<file path="src/sv/asa_pkg.sv">
// ----------------------------------------------------------------------------
// ADC scan package
// Widths, register indexes, reset values and control types shared by the
// scan, scaling and averaging block.
// ----------------------------------------------------------------------------
package asa_pkg;

    localparam int RAW_W      = 16;
    localparam int CHAN_W     = 3;
    localparam int VAL_W      = 32;
    localparam int WEIGHT_W   = 8;
    localparam int COEFF_W    = 64;
    localparam int COEFF_REGS = 5;

    localparam int CFG_IDX_W  = 3;
    localparam int CFG_DATA_W = 64;

    localparam logic [CFG_IDX_W-1:0] REG_WEIGHT = 3'd5;
    localparam logic [CFG_IDX_W-1:0] REG_OVER   = 3'd6;
    localparam logic [CFG_IDX_W-1:0] REG_CLEAR  = 3'd7;

    localparam logic [COEFF_W-1:0]  COEFF_RESET  = 64'h0001_0000_0000_0000;
    localparam logic [WEIGHT_W-1:0] WEIGHT_RESET = 8'd10;
    localparam logic [VAL_W-1:0]    VAL_MAX      = 32'h7FFF_FFFF;
    localparam logic [VAL_W-1:0]    VAL_MIN      = 32'h8000_0000;

    localparam int MUL_B_W        = 16;
    localparam int MUL_HI_W       = 34;
    localparam int PROD_W         = 49;
    localparam int NUM_W          = 41;
    localparam int MUL_STEPS      = 16;
    localparam int MUL_HALF_STEPS = 8;
    localparam int DIV_STEPS      = 32;

    typedef struct packed {
        logic start;
        logic half;
    } mul_ctl_t;

    typedef struct packed {
        logic [VAL_W-1:0]    slope;
        logic [VAL_W-1:0]    offset;
        logic [WEIGHT_W-1:0] weight_n;
        logic [WEIGHT_W-1:0] weight_m1;
        logic [VAL_W-1:0]    over_limit;
        logic [VAL_W-1:0]    clear_limit;
    } chan_cfg_t;

endpackage

</file>
<file path="src/sv/asa_in_if.sv">
// ----------------------------------------------------------------------------
// Sample channel
// Valid/ready channel carrying one raw conversion result per request.
// ----------------------------------------------------------------------------
interface asa_in_if;
    import asa_pkg::*;

    logic             valid;
    logic             ready;
    logic [RAW_W-1:0] raw_sample;

    modport source (output valid, output raw_sample, input ready);
    modport sink   (input valid, input raw_sample, output ready);
endinterface

</file>
<file path="src/sv/asa_out_if.sv">
// ----------------------------------------------------------------------------
// Result channel
// Valid/ready channel carrying the scaled value, average and battery status.
// ----------------------------------------------------------------------------
interface asa_out_if;
    import asa_pkg::*;

    logic                    valid;
    logic                    ready;
    logic [CHAN_W-1:0]       chan;
    logic signed [VAL_W-1:0] scaled_value;
    logic signed [VAL_W-1:0] avg_value;
    logic                    overvoltage;
    logic                    stop_request;

    modport source (output valid, output chan, output scaled_value, output avg_value,
                    output overvoltage, output stop_request, input ready);
    modport sink   (input valid, input chan, input scaled_value, input avg_value,
                    input overvoltage, input stop_request, output ready);
endinterface

</file>
<file path="src/sv/asa_regs.sv">
// ----------------------------------------------------------------------------
// Configuration registers
// Per-channel slope and offset, averaging weight and battery limits, with the
// coefficients of the selected channel presented to the datapath.
// ----------------------------------------------------------------------------
module asa_regs (
    input  logic                             clk,
    input  logic                             rst_n,
    input  logic                             wr_en,
    input  logic [asa_pkg::CFG_IDX_W-1:0]    wr_index,
    input  logic [asa_pkg::CFG_DATA_W-1:0]   wr_data,
    input  logic [asa_pkg::CHAN_W-1:0]       sel,
    output asa_pkg::chan_cfg_t               cfg
);
    import asa_pkg::*;

    logic [COEFF_W-1:0]  coeff_reg [COEFF_REGS];
    logic [WEIGHT_W-1:0] weight_reg;
    logic [VAL_W-1:0]    over_reg;
    logic [VAL_W-1:0]    clear_reg;
    logic [WEIGHT_W-1:0] weight_n;

    always_ff @(posedge clk or negedge rst_n)
    begin
        if (!rst_n)
        begin
            for (int i = 0; i < COEFF_REGS; i++)
            begin
                coeff_reg[i] <= COEFF_RESET;
            end
            weight_reg <= WEIGHT_RESET;
            over_reg   <= VAL_MAX;
            clear_reg  <= VAL_MAX;
        end
        else if (wr_en)
        begin
            priority if (wr_index < CFG_IDX_W'(COEFF_REGS))
            begin
                coeff_reg[wr_index] <= wr_data[COEFF_W-1:0];
            end
            else if (wr_index == REG_WEIGHT)
            begin
                weight_reg <= wr_data[WEIGHT_W-1:0];
            end
            else if (wr_index == REG_OVER)
            begin
                over_reg <= wr_data[VAL_W-1:0];
            end
            else if (wr_index == REG_CLEAR)
            begin
                clear_reg <= wr_data[VAL_W-1:0];
            end
        end
    end

    assign weight_n = (weight_reg == '0) ? WEIGHT_W'(1) : weight_reg;

    assign cfg.slope       = coeff_reg[sel][COEFF_W-1:VAL_W];
    assign cfg.offset      = coeff_reg[sel][VAL_W-1:0];
    assign cfg.weight_n    = weight_n;
    assign cfg.weight_m1   = weight_n - WEIGHT_W'(1);
    assign cfg.over_limit  = over_reg;
    assign cfg.clear_limit = clear_reg;

endmodule

</file>
<file path="src/sv/asa_mul.sv">
// ----------------------------------------------------------------------------
// Serial multiply-accumulate
// Computes a * b + c for signed a and c and unsigned b, one multiplier bit
// per cycle, over sixteen bits or over the low eight bits in half mode.
// ----------------------------------------------------------------------------
module asa_mul (
    input  logic                               clk,
    input  logic                               rst_n,
    input  asa_pkg::mul_ctl_t                  ctl,
    input  logic [asa_pkg::VAL_W-1:0]          a,
    input  logic [asa_pkg::MUL_B_W-1:0]        b,
    input  logic [asa_pkg::VAL_W-1:0]          c,
    output logic signed [asa_pkg::PROD_W-1:0]  prod,
    output logic                               done
);
    import asa_pkg::*;

    localparam int CNT_W = $clog2(MUL_STEPS + 1);

    logic                       busy_reg;
    logic                       done_reg;
    logic                       half_reg;
    logic [CNT_W-1:0]           cnt_reg;
    logic [VAL_W-1:0]           a_reg;
    logic signed [MUL_HI_W-1:0] hi_reg;
    logic [MUL_B_W-1:0]         lo_reg;
    logic signed [MUL_HI_W-1:0] addend;
    logic signed [MUL_HI_W-1:0] sum;

    assign addend = lo_reg[0] ? {{(MUL_HI_W-VAL_W){a_reg[VAL_W-1]}}, a_reg} : '0;
    assign sum    = hi_reg + addend;

    always_ff @(posedge clk or negedge rst_n)
    begin
        if (!rst_n)
        begin
            busy_reg <= 1'b0;
            done_reg <= 1'b0;
            cnt_reg  <= '0;
        end
        else
        begin
            done_reg <= busy_reg && (cnt_reg == CNT_W'(1));
            if (ctl.start)
            begin
                busy_reg <= 1'b1;
                cnt_reg  <= ctl.half ? CNT_W'(MUL_HALF_STEPS) : CNT_W'(MUL_STEPS);
            end
            else if (busy_reg)
            begin
                cnt_reg <= cnt_reg - CNT_W'(1);
                if (cnt_reg == CNT_W'(1))
                begin
                    busy_reg <= 1'b0;
                end
            end
        end
    end

    always_ff @(posedge clk)
    begin
        if (ctl.start)
        begin
            half_reg <= ctl.half;
            a_reg    <= a;
            hi_reg   <= {{(MUL_HI_W-VAL_W){c[VAL_W-1]}}, c};
            lo_reg   <= b;
        end
        else if (busy_reg)
        begin
            hi_reg <= {sum[MUL_HI_W-1], sum[MUL_HI_W-1:1]};
            lo_reg <= {sum[0], lo_reg[MUL_B_W-1:1]};
        end
    end

    assign prod = half_reg
                ? {{(PROD_W-NUM_W){hi_reg[MUL_HI_W-2]}}, hi_reg[MUL_HI_W-2:0],
                   lo_reg[MUL_B_W-1:MUL_HALF_STEPS]}
                : {hi_reg[MUL_HI_W-2:0], lo_reg};
    assign done = done_reg;

endmodule

</file>
<file path="src/sv/asa_div.sv">
// ----------------------------------------------------------------------------
// Serial divider
// Divides a signed numerator by an unsigned 8-bit weight, one quotient bit
// per cycle, truncating toward zero and saturating to 32 bits.
// ----------------------------------------------------------------------------
module asa_div (
    input  logic                              clk,
    input  logic                              rst_n,
    input  logic                              start,
    input  logic [asa_pkg::NUM_W-1:0]         num,
    input  logic [asa_pkg::WEIGHT_W-1:0]      den,
    output logic signed [asa_pkg::VAL_W-1:0]  quot,
    output logic                              done
);
    import asa_pkg::*;

    localparam int CNT_W = $clog2(DIV_STEPS + 1);

    logic                  busy_reg;
    logic                  done_reg;
    logic [CNT_W-1:0]      cnt_reg;
    logic                  neg_reg;
    logic [WEIGHT_W-1:0]   den_reg;
    logic [WEIGHT_W-1:0]   rem_reg;
    logic [VAL_W-1:0]      q_reg;
    logic [NUM_W-1:0]      mag;
    logic [WEIGHT_W:0]     trial;
    logic                  fits;
    logic [WEIGHT_W:0]     diff;
    logic [VAL_W:0]        signed_q;

    assign mag   = num[NUM_W-1] ? (~num + NUM_W'(1)) : num;
    assign trial = {rem_reg, q_reg[VAL_W-1]};
    assign fits  = trial >= {1'b0, den_reg};
    assign diff  = trial - {1'b0, den_reg};

    always_ff @(posedge clk or negedge rst_n)
    begin
        if (!rst_n)
        begin
            busy_reg <= 1'b0;
            done_reg <= 1'b0;
            cnt_reg  <= '0;
        end
        else
        begin
            done_reg <= busy_reg && (cnt_reg == CNT_W'(1));
            if (start)
            begin
                busy_reg <= 1'b1;
                cnt_reg  <= CNT_W'(DIV_STEPS);
            end
            else if (busy_reg)
            begin
                cnt_reg <= cnt_reg - CNT_W'(1);
                if (cnt_reg == CNT_W'(1))
                begin
                    busy_reg <= 1'b0;
                end
            end
        end
    end

    always_ff @(posedge clk)
    begin
        if (start)
        begin
            neg_reg <= num[NUM_W-1];
            den_reg <= den;
            rem_reg <= mag[VAL_W+WEIGHT_W-1:VAL_W];
            q_reg   <= mag[VAL_W-1:0];
        end
        else if (busy_reg)
        begin
            rem_reg <= fits ? diff[WEIGHT_W-1:0] : trial[WEIGHT_W-1:0];
            q_reg   <= {q_reg[VAL_W-2:0], fits};
        end
    end

    assign signed_q = neg_reg ? (~{1'b0, q_reg} + (VAL_W+1)'(1)) : {1'b0, q_reg};

    always_comb
    begin
        if (signed_q[VAL_W] != signed_q[VAL_W-1])
        begin
            quot = signed_q[VAL_W] ? VAL_MIN : VAL_MAX;
        end
        else
        begin
            quot = signed_q[VAL_W-1:0];
        end
    end

    assign done = done_reg;

endmodule

</file>
<file path="src/sv/adc_scan_scale_average.sv">
// ----------------------------------------------------------------------------
// ADC scan with scaling and averaging
// Credits each conversion to the next channel of a round-robin scan, scales it
// with the channel's slope and offset and updates the channel's running mean.
// The shared bit-serial multiplier (16 plus 8 steps) and the 32-step serial
// divider work on one sample at a time: a new sample request is taken only
// after the last result has been loaded into the result register.
// Reset clears the scan index, all averages and the overvoltage flag, and
// returns the configuration registers to their defaults at once.
// ----------------------------------------------------------------------------
module adc_scan_scale_average #(
    parameter int NUM_CHANNELS = 5,
    parameter int VBAT_CHANNEL = 1
) (
    input  logic                            clk,
    input  logic                            rst_n,
    input  logic                            cfg_wr_en,
    input  logic [asa_pkg::CFG_IDX_W-1:0]   cfg_index,
    input  logic [asa_pkg::CFG_DATA_W-1:0]  cfg_wdata,
    asa_in_if.sink                          sample,
    asa_out_if.source                       result
);
    import asa_pkg::*;

    localparam int IDX_W = (NUM_CHANNELS > 1) ? $clog2(NUM_CHANNELS) : 1;

    typedef enum logic [2:0] {
        ST_IDLE,
        ST_SCALE,
        ST_SAT,
        ST_AVG,
        ST_DIV,
        ST_OUT
    } state_t;

    state_t                   state_reg;
    logic [CHAN_W-1:0]        scan_reg;
    logic                     ov_reg;
    logic [VAL_W-1:0]         avg_reg [NUM_CHANNELS];
    logic [VAL_W-1:0]         scaled_reg;
    logic [VAL_W-1:0]         avg_new_reg;
    logic                     out_valid_reg;
    logic [CHAN_W-1:0]        out_chan_reg;
    logic [VAL_W-1:0]         out_scaled_reg;
    logic [VAL_W-1:0]         out_avg_reg;
    logic                     out_ov_reg;
    logic                     out_stop_reg;

    chan_cfg_t                cfg;
    mul_ctl_t                 mul_ctl;
    logic [VAL_W-1:0]         mul_a;
    logic [MUL_B_W-1:0]       mul_b;
    logic [VAL_W-1:0]         mul_c;
    logic signed [PROD_W-1:0] prod;
    logic                     mul_done;
    logic                     div_start;
    logic signed [VAL_W-1:0]  quot;
    logic                     div_done;
    logic [VAL_W-1:0]         scaled_sat;
    logic                     accept;
    logic                     is_vbat;
    logic                     above;
    logic                     below;
    logic [CHAN_W-1:0]        scan_next;
    logic [IDX_W-1:0]         idx;

    asa_regs u_regs (
        .clk      (clk),
        .rst_n    (rst_n),
        .wr_en    (cfg_wr_en),
        .wr_index (cfg_index),
        .wr_data  (cfg_wdata),
        .sel      (scan_reg),
        .cfg      (cfg)
    );

    asa_mul u_mul (
        .clk   (clk),
        .rst_n (rst_n),
        .ctl   (mul_ctl),
        .a     (mul_a),
        .b     (mul_b),
        .c     (mul_c),
        .prod  (prod),
        .done  (mul_done)
    );

    asa_div u_div (
        .clk   (clk),
        .rst_n (rst_n),
        .start (div_start),
        .num   (prod[NUM_W-1:0]),
        .den   (cfg.weight_n),
        .quot  (quot),
        .done  (div_done)
    );

    assign idx    = scan_reg[IDX_W-1:0];
    assign accept = sample.valid && sample.ready;

    assign mul_ctl.start = accept || (state_reg == ST_SAT);
    assign mul_ctl.half  = (state_reg == ST_SAT);
    assign mul_a = (state_reg == ST_SAT) ? avg_reg[idx] : cfg.slope;
    assign mul_b = (state_reg == ST_SAT) ? {{(MUL_B_W-WEIGHT_W){1'b0}}, cfg.weight_m1}
                                         : sample.raw_sample;
    assign mul_c = (state_reg == ST_SAT) ? scaled_reg : cfg.offset;

    assign div_start = (state_reg == ST_AVG) && mul_done;

    always_comb
    begin
        if ((&prod[PROD_W-1:VAL_W-1]) || !(|prod[PROD_W-1:VAL_W-1]))
        begin
            scaled_sat = prod[VAL_W-1:0];
        end
        else
        begin
            scaled_sat = prod[PROD_W-1] ? VAL_MIN : VAL_MAX;
        end
    end

    assign is_vbat   = (scan_reg == CHAN_W'(VBAT_CHANNEL));
    assign above     = $signed(avg_new_reg) > $signed(cfg.over_limit);
    assign below     = $signed(avg_new_reg) < $signed(cfg.clear_limit);
    assign scan_next = (scan_reg == CHAN_W'(NUM_CHANNELS - 1)) ? '0
                                                               : scan_reg + CHAN_W'(1);

    always_ff @(posedge clk or negedge rst_n)
    begin
        if (!rst_n)
        begin
            state_reg     <= ST_IDLE;
            scan_reg      <= '0;
            ov_reg        <= 1'b0;
            out_valid_reg <= 1'b0;
            for (int i = 0; i < NUM_CHANNELS; i++)
            begin
                avg_reg[i] <= '0;
            end
        end
        else
        begin
            if (result.ready && (state_reg != ST_OUT))
            begin
                out_valid_reg <= 1'b0;
            end
            unique case (state_reg)
                ST_IDLE:
                begin
                    if (accept)
                    begin
                        state_reg <= ST_SCALE;
                    end
                end
                ST_SCALE:
                begin
                    if (mul_done)
                    begin
                        scaled_reg <= scaled_sat;
                        state_reg  <= ST_SAT;
                    end
                end
                ST_SAT:
                begin
                    state_reg <= ST_AVG;
                end
                ST_AVG:
                begin
                    if (mul_done)
                    begin
                        state_reg <= ST_DIV;
                    end
                end
                ST_DIV:
                begin
                    if (div_done)
                    begin
                        avg_new_reg <= quot;
                        state_reg   <= ST_OUT;
                    end
                end
                ST_OUT:
                begin
                    if (!out_valid_reg || result.ready)
                    begin
                        out_valid_reg  <= 1'b1;
                        out_chan_reg   <= scan_reg;
                        out_scaled_reg <= scaled_reg;
                        out_avg_reg    <= avg_new_reg;
                        out_stop_reg   <= is_vbat && above;
                        priority if (is_vbat && above)
                        begin
                            ov_reg     <= 1'b1;
                            out_ov_reg <= 1'b1;
                        end
                        else if (is_vbat && below)
                        begin
                            ov_reg     <= 1'b0;
                            out_ov_reg <= 1'b0;
                        end
                        else
                        begin
                            out_ov_reg <= ov_reg;
                        end
                        avg_reg[idx] <= avg_new_reg;
                        scan_reg     <= scan_next;
                        state_reg    <= ST_IDLE;
                    end
                end
                default:
                begin
                    state_reg <= ST_IDLE;
                end
            endcase
        end
    end

    assign sample.ready        = (state_reg == ST_IDLE);
    assign result.valid        = out_valid_reg;
    assign result.chan         = out_chan_reg;
    assign result.scaled_value = out_scaled_reg;
    assign result.avg_value    = out_avg_reg;
    assign result.overvoltage  = out_ov_reg;
    assign result.stop_request = out_stop_reg;

endmodule

</file>
<file path="src/flat_wrapper.sv">
// flat-port wrapper written by rule: the top's interface ports become plain ports
module adc_scan_scale_average_flat import asa_pkg::*;
#(
    parameter int NUM_CHANNELS = 5,
    parameter int VBAT_CHANNEL = 1
)
  (clk, rst_n, cfg_wr_en, cfg_index, cfg_wdata, sample_valid, sample_raw_sample, sample_ready, result_valid, result_chan, result_scaled_value, result_avg_value, result_overvoltage, result_stop_request, result_ready);
  asa_in_if sample_i ();
  asa_out_if result_i ();
  input  logic clk;
  input  logic rst_n;
  input  logic cfg_wr_en;
  input  logic [asa_pkg::CFG_IDX_W-1:0] cfg_index;
  input  logic [asa_pkg::CFG_DATA_W-1:0] cfg_wdata;
  input wire logic [$bits(sample_i.valid)-1:0] sample_valid;
  input wire logic [$bits(sample_i.raw_sample)-1:0] sample_raw_sample;
  output wire logic [$bits(sample_i.ready)-1:0] sample_ready;
  output wire logic [$bits(result_i.valid)-1:0] result_valid;
  output wire logic [$bits(result_i.chan)-1:0] result_chan;
  output wire logic [$bits(result_i.scaled_value)-1:0] result_scaled_value;
  output wire logic [$bits(result_i.avg_value)-1:0] result_avg_value;
  output wire logic [$bits(result_i.overvoltage)-1:0] result_overvoltage;
  output wire logic [$bits(result_i.stop_request)-1:0] result_stop_request;
  input wire logic [$bits(result_i.ready)-1:0] result_ready;
  assign sample_i.valid = sample_valid;
  assign sample_i.raw_sample = sample_raw_sample;
  assign sample_ready = sample_i.ready;
  assign result_valid = result_i.valid;
  assign result_chan = result_i.chan;
  assign result_scaled_value = result_i.scaled_value;
  assign result_avg_value = result_i.avg_value;
  assign result_overvoltage = result_i.overvoltage;
  assign result_stop_request = result_i.stop_request;
  assign result_i.ready = result_ready;
  adc_scan_scale_average #(.NUM_CHANNELS(NUM_CHANNELS), .VBAT_CHANNEL(VBAT_CHANNEL)) u_core (.clk(clk), .rst_n(rst_n), .cfg_wr_en(cfg_wr_en), .cfg_index(cfg_index), .cfg_wdata(cfg_wdata), .sample(sample_i), .result(result_i));
endmodule
</file>
<file path="config.mk">
export PLATFORM = sky130hd
export DESIGN_NAME = adc_scan_scale_average_flat
export DESIGN_NICKNAME = d
export VERILOG_FILES = /design/src/sv/asa_pkg.sv /design/src/sv/asa_in_if.sv /design/src/sv/asa_out_if.sv /design/src/sv/asa_regs.sv /design/src/sv/asa_mul.sv /design/src/sv/asa_div.sv /design/src/sv/adc_scan_scale_average.sv /design/src/flat_wrapper.sv
export SDC_FILE = /design/constraint.sdc
export NUM_CORES = 2
export LEC_CHECK = 0
export BUFFER_PORTS_ARGS = -buffer_cell sky130_fd_sc_hd__buf_2
export CELL_PAD_IN_SITES_DETAIL_PLACEMENT = 0
export CELL_PAD_IN_SITES_GLOBAL_PLACEMENT = 1
export CORE_ASPECT_RATIO = 1.5
export CORE_MARGIN = 2
export CORE_UTILIZATION = 50
export CTS_CLUSTER_DIAMETER = 30
export DETAILED_ROUTE_END_ITERATION = 8
export PLACE_DENSITY = 0.86
export SETUP_SLACK_MARGIN = 0.1
export SYNTH_ARGS = -nofsm -noshare
export SYNTH_HDL_FRONTEND = slang
export SYNTH_SLANG_ARGS = --single-unit
</file>
<file path="constraint.sdc">
create_clock -name clk -period 5 [get_ports clk]
set_input_delay 1 -clock clk [delete_from_list [all_inputs] [get_ports clk]]
set_output_delay 1 -clock clk [all_outputs]
set_load 0.02 [all_outputs]
</file>
* After elaboration in Yosys (flattened, before gate mapping)
Index checks and enable logic that the tools add are counted.
** Cells by class
- Muxes and demuxes :: 56
- Equal/unequal tests :: 19
- Magnitude comparators :: 8
- $add $sub $neg :: 8
- Reduce and logical (&&, ||, !) cells :: 29
- Bitwise operators :: 7
** Operators by type and width (number)
- $mux 32 :: 11
- $bwmux 320 :: 1
- $bmux 64 s3 :: 1
- $demux 64 s3 :: 1
- $mux 64 :: 3
- $bwmux 160 :: 1
- $mux 34 :: 3
- $bmux 32 s3 :: 1
- $demux 32 s3 :: 1
- $mux 16 :: 3
- $mux 48 :: 1
- $add 40x1->40 const B :: 1
- $mux 40 :: 1
- $not 40->40 :: 1
- $add 34x34->34 :: 1
- $add 33x1->33 const B :: 1
- $mux 33 :: 1
- $not 32->33 :: 1
- $gt 32x32->1 :: 1
- $lt 32x32->1 :: 1
- $mux 8 :: 4
- $eq 3x3->1 const B :: 6
- $mux 3 :: 6
- $pmux 3 s6 :: 1
- 34 further kinds :: 74
** Word-level totals
- Register bits after elaboration :: 840

* Longest topological paths before layout
- Word-level depth :: 6
- Mapped depth :: 15
- Mapped depth without buffers :: 10

* Hierarchy
Synthesis repeated with hierarchy kept, for this count alone.
** Second synthesis, totals
- Cells, all modules :: 3364
- Area total of the unflattened synthesis :: 42443.2 um^2
** Modules (own cells, without submodules)
- asa_regs :: instances 1, cells each 1160, area each 17247.8 um^2
- adc_scan_scale_average :: instances 1, cells each 1115, area each 14455.1 um^2
- asa_mul :: instances 1, cells each 593, area each 6195.9 um^2
- asa_div :: instances 1, cells each 496, area each 4544.4 um^2

* Least setup slack after synthesis
No wires, ideal clock.
- Kind :: in2reg
- Start :: input port result_ready
- End :: register u_core.out_avg_reg[0] (netlist: u_core.result.avg_value[0]) (enable)
- Setup time :: 0.497 ns
- Buffers on the path :: 0
- Arrival :: 4.229 ns
- Path slack :: 0.274 ns
- Required time :: 4.503 ns
- Cell stages on the path :: 3
- Cells stage by stage :: nand2b_1 nand3_1 nor2_1
** On the way
- Longest elaborated chain between the ends :: 2
** Ends and longest elaborated chain
- start, declared :: RTL line flat_wrapper.sv:24 : input wire logic [$bits(result_i.ready)-1:0] result_ready;
- $logic_or 1x1->1 :: RTL line adc_scan_scale_average.sv:184 : if (!out_valid_reg || result.ready)
- $reduce_and 3->1 (no source line)
- end signal, assigned :: RTL line adc_scan_scale_average.sv:189 : out_avg_reg <= avg_new_reg;
- end, declared :: RTL line adc_scan_scale_average.sv:45 : logic [VAL_W-1:0] out_avg_reg;
No other way between the ends.
A chain may end at the register's enable or synchronous reset.

* Worst setup path in the final report
- Start :: register u_core.u_mul.lo_reg[0]
- End :: register u_core.u_mul.hi_reg[31] (data pin)
** On the way
- Longest elaborated chain between the ends :: 4
** Ends and longest elaborated chain
- start, declared :: RTL line asa_mul.sv:26 : logic [MUL_B_W-1:0] lo_reg;
- start signal, assigned :: RTL line asa_mul.sv:72 : lo_reg <= {sum[0], lo_reg[MUL_B_W-1:1]};
- $mux 34 :: RTL line asa_mul.sv:30 : assign addend = lo_reg[0] ? {{(MUL_HI_W-VAL_W){a_reg[VAL_W-1]}}, a_reg} : '0;
- $add 34x34->34 :: RTL line asa_mul.sv:31 : assign sum = hi_reg + addend;
- $mux 34 :: RTL line asa_mul.sv:69 : else if (busy_reg)
- $mux 34 :: RTL line asa_mul.sv:62 : if (ctl.start)
- end signal, assigned :: RTL line asa_mul.sv:66 : hi_reg <= {{(MUL_HI_W-VAL_W){c[VAL_W-1]}}, c};
- end signal, assigned :: RTL line asa_mul.sv:71 : hi_reg <= {sum[MUL_HI_W-1], sum[MUL_HI_W-1:1]};
- end, declared :: RTL line asa_mul.sv:25 : logic signed [MUL_HI_W-1:0] hi_reg;
No other way between the ends. The select of a mux whose other input is x is not followed.

==> results_dict.tcl <==
set metrics [dict create \
    synth_cell_type_count 82 \
    initialDrtViolationCount 2386 \
    maximum_buffer_depth_of_the_clock_tree 3 \
    fillerInstances 6360 \
    area_fraction_of_the_dominant_cell_type_after_synthesis_pct 30.9 \
    final_cells 4569 \
    sequential_area_share_after_synthesis_pct 54.7 \
    h_tree_lvl_count 4 \
    maxSlewViolCount 0 \
    core_region_area_um2 81200 \
    hold_viol 0 \
    cts.reportedPaths.clkPinSlew_ns 0.06 \
    drc_errors 0 \
    clkSinkCount 839 \
    chipHeight_um 355 \
    synthesis.instances 3245 \
    floorplan.initialDensity_pct 50.5 \
    finalClockSkew_ns 0.0453 \
    grt_pass1_wl_um 180000 \
    worst-endpoint-required_ns 5.56 \
    ys_ff_latch 839 \
    gr-usage-all-layers_pct 28.6 \
    final.period_utilization_pct 79.4 \
    maxCapViolations 0 \
    timing.setup.tns_ns 0 \
    synth_async_sr_flop_share_pct 68.5 \
    final_layout_size_suffix_gt1_share_pct 33.1 \
    number_of_warnings_reported_in_the_yosys_synthesis_log 0 \
    number_of_buffers_created_by_cts 132 \
    fin_ws_ns 1.03 \
    p_per_area_nw_per_um2 406 \
    detail-route-antenna-nets 0 \
    first_global_vias 28800 \
    synth.largest_area_cell "dfrtp_1" \
    crit_path_max_fanout 33 \
    ctsHoldBuffers 0 \
    placed_cells_incl_taps 4325 \
    relSlewSlack_pct 24.5 \
    report.final.setup_viol 0 \
    io-pin-count 159 \
    timing.setup.critical_path_class "register to register" \
    wirelength_um 120000 \
    chipWidth_um 238 \
    antenna_found_initial 12 \
    postSynthNetCount 3449 \
    outcome "completed" \
    ys_top_cells_by_area "dfrtp_1 (31%), edfxtp_1 (19%), mux2_2 (16%)" \
    synth_area_per_cell_um2 12.6 \
    worst-r2r-cell-count 10 \
    postSynth.topFlopCell "dfrtp_1" \
    pre_cts_slack_ns 1.09 \
    ir_worst_vdd_v 0.000334 \
    hold_ws_ns 0.267 \
    detailedRoute.firstPassIterationCount 6 \
    postCtsSetupRepairBufs 0 \
    critPathCaptureType "register" \
    vias_per_cell 6.16 \
    cp_data_arrival_time_ns 4.53 \
    total_die_area_um2 84300 \
    hpwl_um 81600 \
    largest_register_ff_count 320 \
    grt_overflow 0 \
    clock-root-buffer "clkbuf_16" \
    final_period_minus_worst_setup_slack_ns 3.97 \
    power.static_leakage_nw 19.7 \
    port_bufs 158 \
    worstSetupStartpointType "register" \
    place_area_um2 43100 \
    fmax_mhz 252 \
    final_cell_area_um2 47700 \
    rd_place_congestion 0.926 \
    cts_tree "yes" \
    synthToLayoutAreaGrowth_pct 16.4 \
    clk_latency_ns 0.74 \
    leading_cell_type_by_number_of_instances_after_synthesis "mux2_2" \
    design.final.nets 3623 \
    std_cell_rows 128 \
    timing.hold.worst.class "input port to async pin" \
    number_of_flops_mapped_to_enable_cells_by_yosys 264 \
    vias 28100 \
    post_cts_resize_count 0 \
    most_frequent_cells_after_synthesis "mux2_2 (565), dfrtp_1 (506), edfxtp_1 (264)" \
    grt_start_max_net_pins 165 \
    mappedNetlistArea_um2 41000 \
    worst-slew-pin-transition_ns 1.13 \
    post_drt_wl_per_cell_um 26.2 \
    setup_repair_after_global_routing_missed_its_margin "false" \
]
[placed cells by master (no fill, tap or decap), types with 59 or more instances in the layout]
master,synthesis,final
dfrtp_1,506,503
inv_1,115,115
buf_2,7,157
o21ai_0,144,144
a21oi_1,191,191
a221oi_1,59,59
nand2_1,165,165
ha_1,114,114
dfstp_2,69,69
clkbuf_16,0,138
edfxtp_1,264,264
mux2i_1,127,126
mux2_2,565,565
nor2_1,123,116
buf_4,2,59
[logic make-up (layout without fill, tap and decap cells)]
group	count (synthesis)	after routing	share of synthesized area (%)
XOR/XNOR	99	99	2.12
adder cells (fa/ha/maj)	118	118	3.63
flip-flops	839	839	54.7
AND/OR/NAND/NOR	516	516	6.14
other	0	3	0
multiplexers	726	726	20.5
AO/OA/AOI/OAI	640	640	10.1
buffers and inverters	307	588	2.91
[final timing paths]
kind                       slack, ns                      endpoint              startpoint
setup reg to reg                1.03       u_core.u_mul.hi_reg[31]  u_core.u_mul.lo_reg[0]
min in group clk                0.48           u_core.avg_reg[128]     u_core.avg_reg[128]
hold / removal                  0.27  u_core.u_regs.coeff_reg[269]                   rst_n
setup / recovery                1.03       u_core.u_mul.hi_reg[31]  u_core.u_mul.lo_reg[0]
hold reg to reg                 0.48           u_core.avg_reg[128]     u_core.avg_reg[128]
max in group asynchronous       3.37   u_core.u_regs.coeff_reg[49]                   rst_n
[through the flow]
stage	util [%]	total power, mW
3_3_place_gp	53.1	9.95
6_report	58.8	19.4
4_1_cts	58.8	19.5
5_1_grt	58.8	20.0
2_1_floorplan	-	9.39
3_5_place_dp	53.1	10.0
[power breakdown]
| group | internal [mW] | switching [mW] |
|---|---|---|
| combinational | 0.888 | 0.827 |
| sequential | 7.87 | 0.377 |
| clock | 5.96 | 3.46 |
| total | 14.7 | 4.66 |
[metal layers]
layer | GRT usage, % | part of all wire (%) | up-vias
met3 | 5.71 | 6.5 | 329
met5 | 0 | 0.11 | -
li1 | - | - | 12400
met2 | 47.5 | 48 | 1028
met4 | 16.4 | 6.4 | 20
met1 | 34.7 | 39 | 14300
[area by class of cell]
type | count | area, um^2 | area share [%]
Multi-Input combinational cell | 2099 | 17500 | 36.6
Clock inverter | 81 | 938 | 1.97
Inverter | 119 | 447 | 0.936
Timing Repair Buffer | 228 | 1460 | 3.07
Antenna cell | 3 | 7.51 | 0.0157
Sequential cell | 839 | 22400 | 47.0
Tap cell | 1040 | 1300 | 2.73
Clock buffer | 160 | 3660 | 7.66
[worst max-delay path, stage by stage, from the launching register on]
cell	delay (ns)
edfxtp_1	0.80
and2_1	0.32
ha_1	0.22
fa_1	0.42
a21oi_1	0.27
o211ai_1	0.18
a31oi_1	0.41
a32o_1	0.38
o221ai_1	0.22
or4_1	0.50
nand3_1	0.09
(Power assumes the default switching activity.)
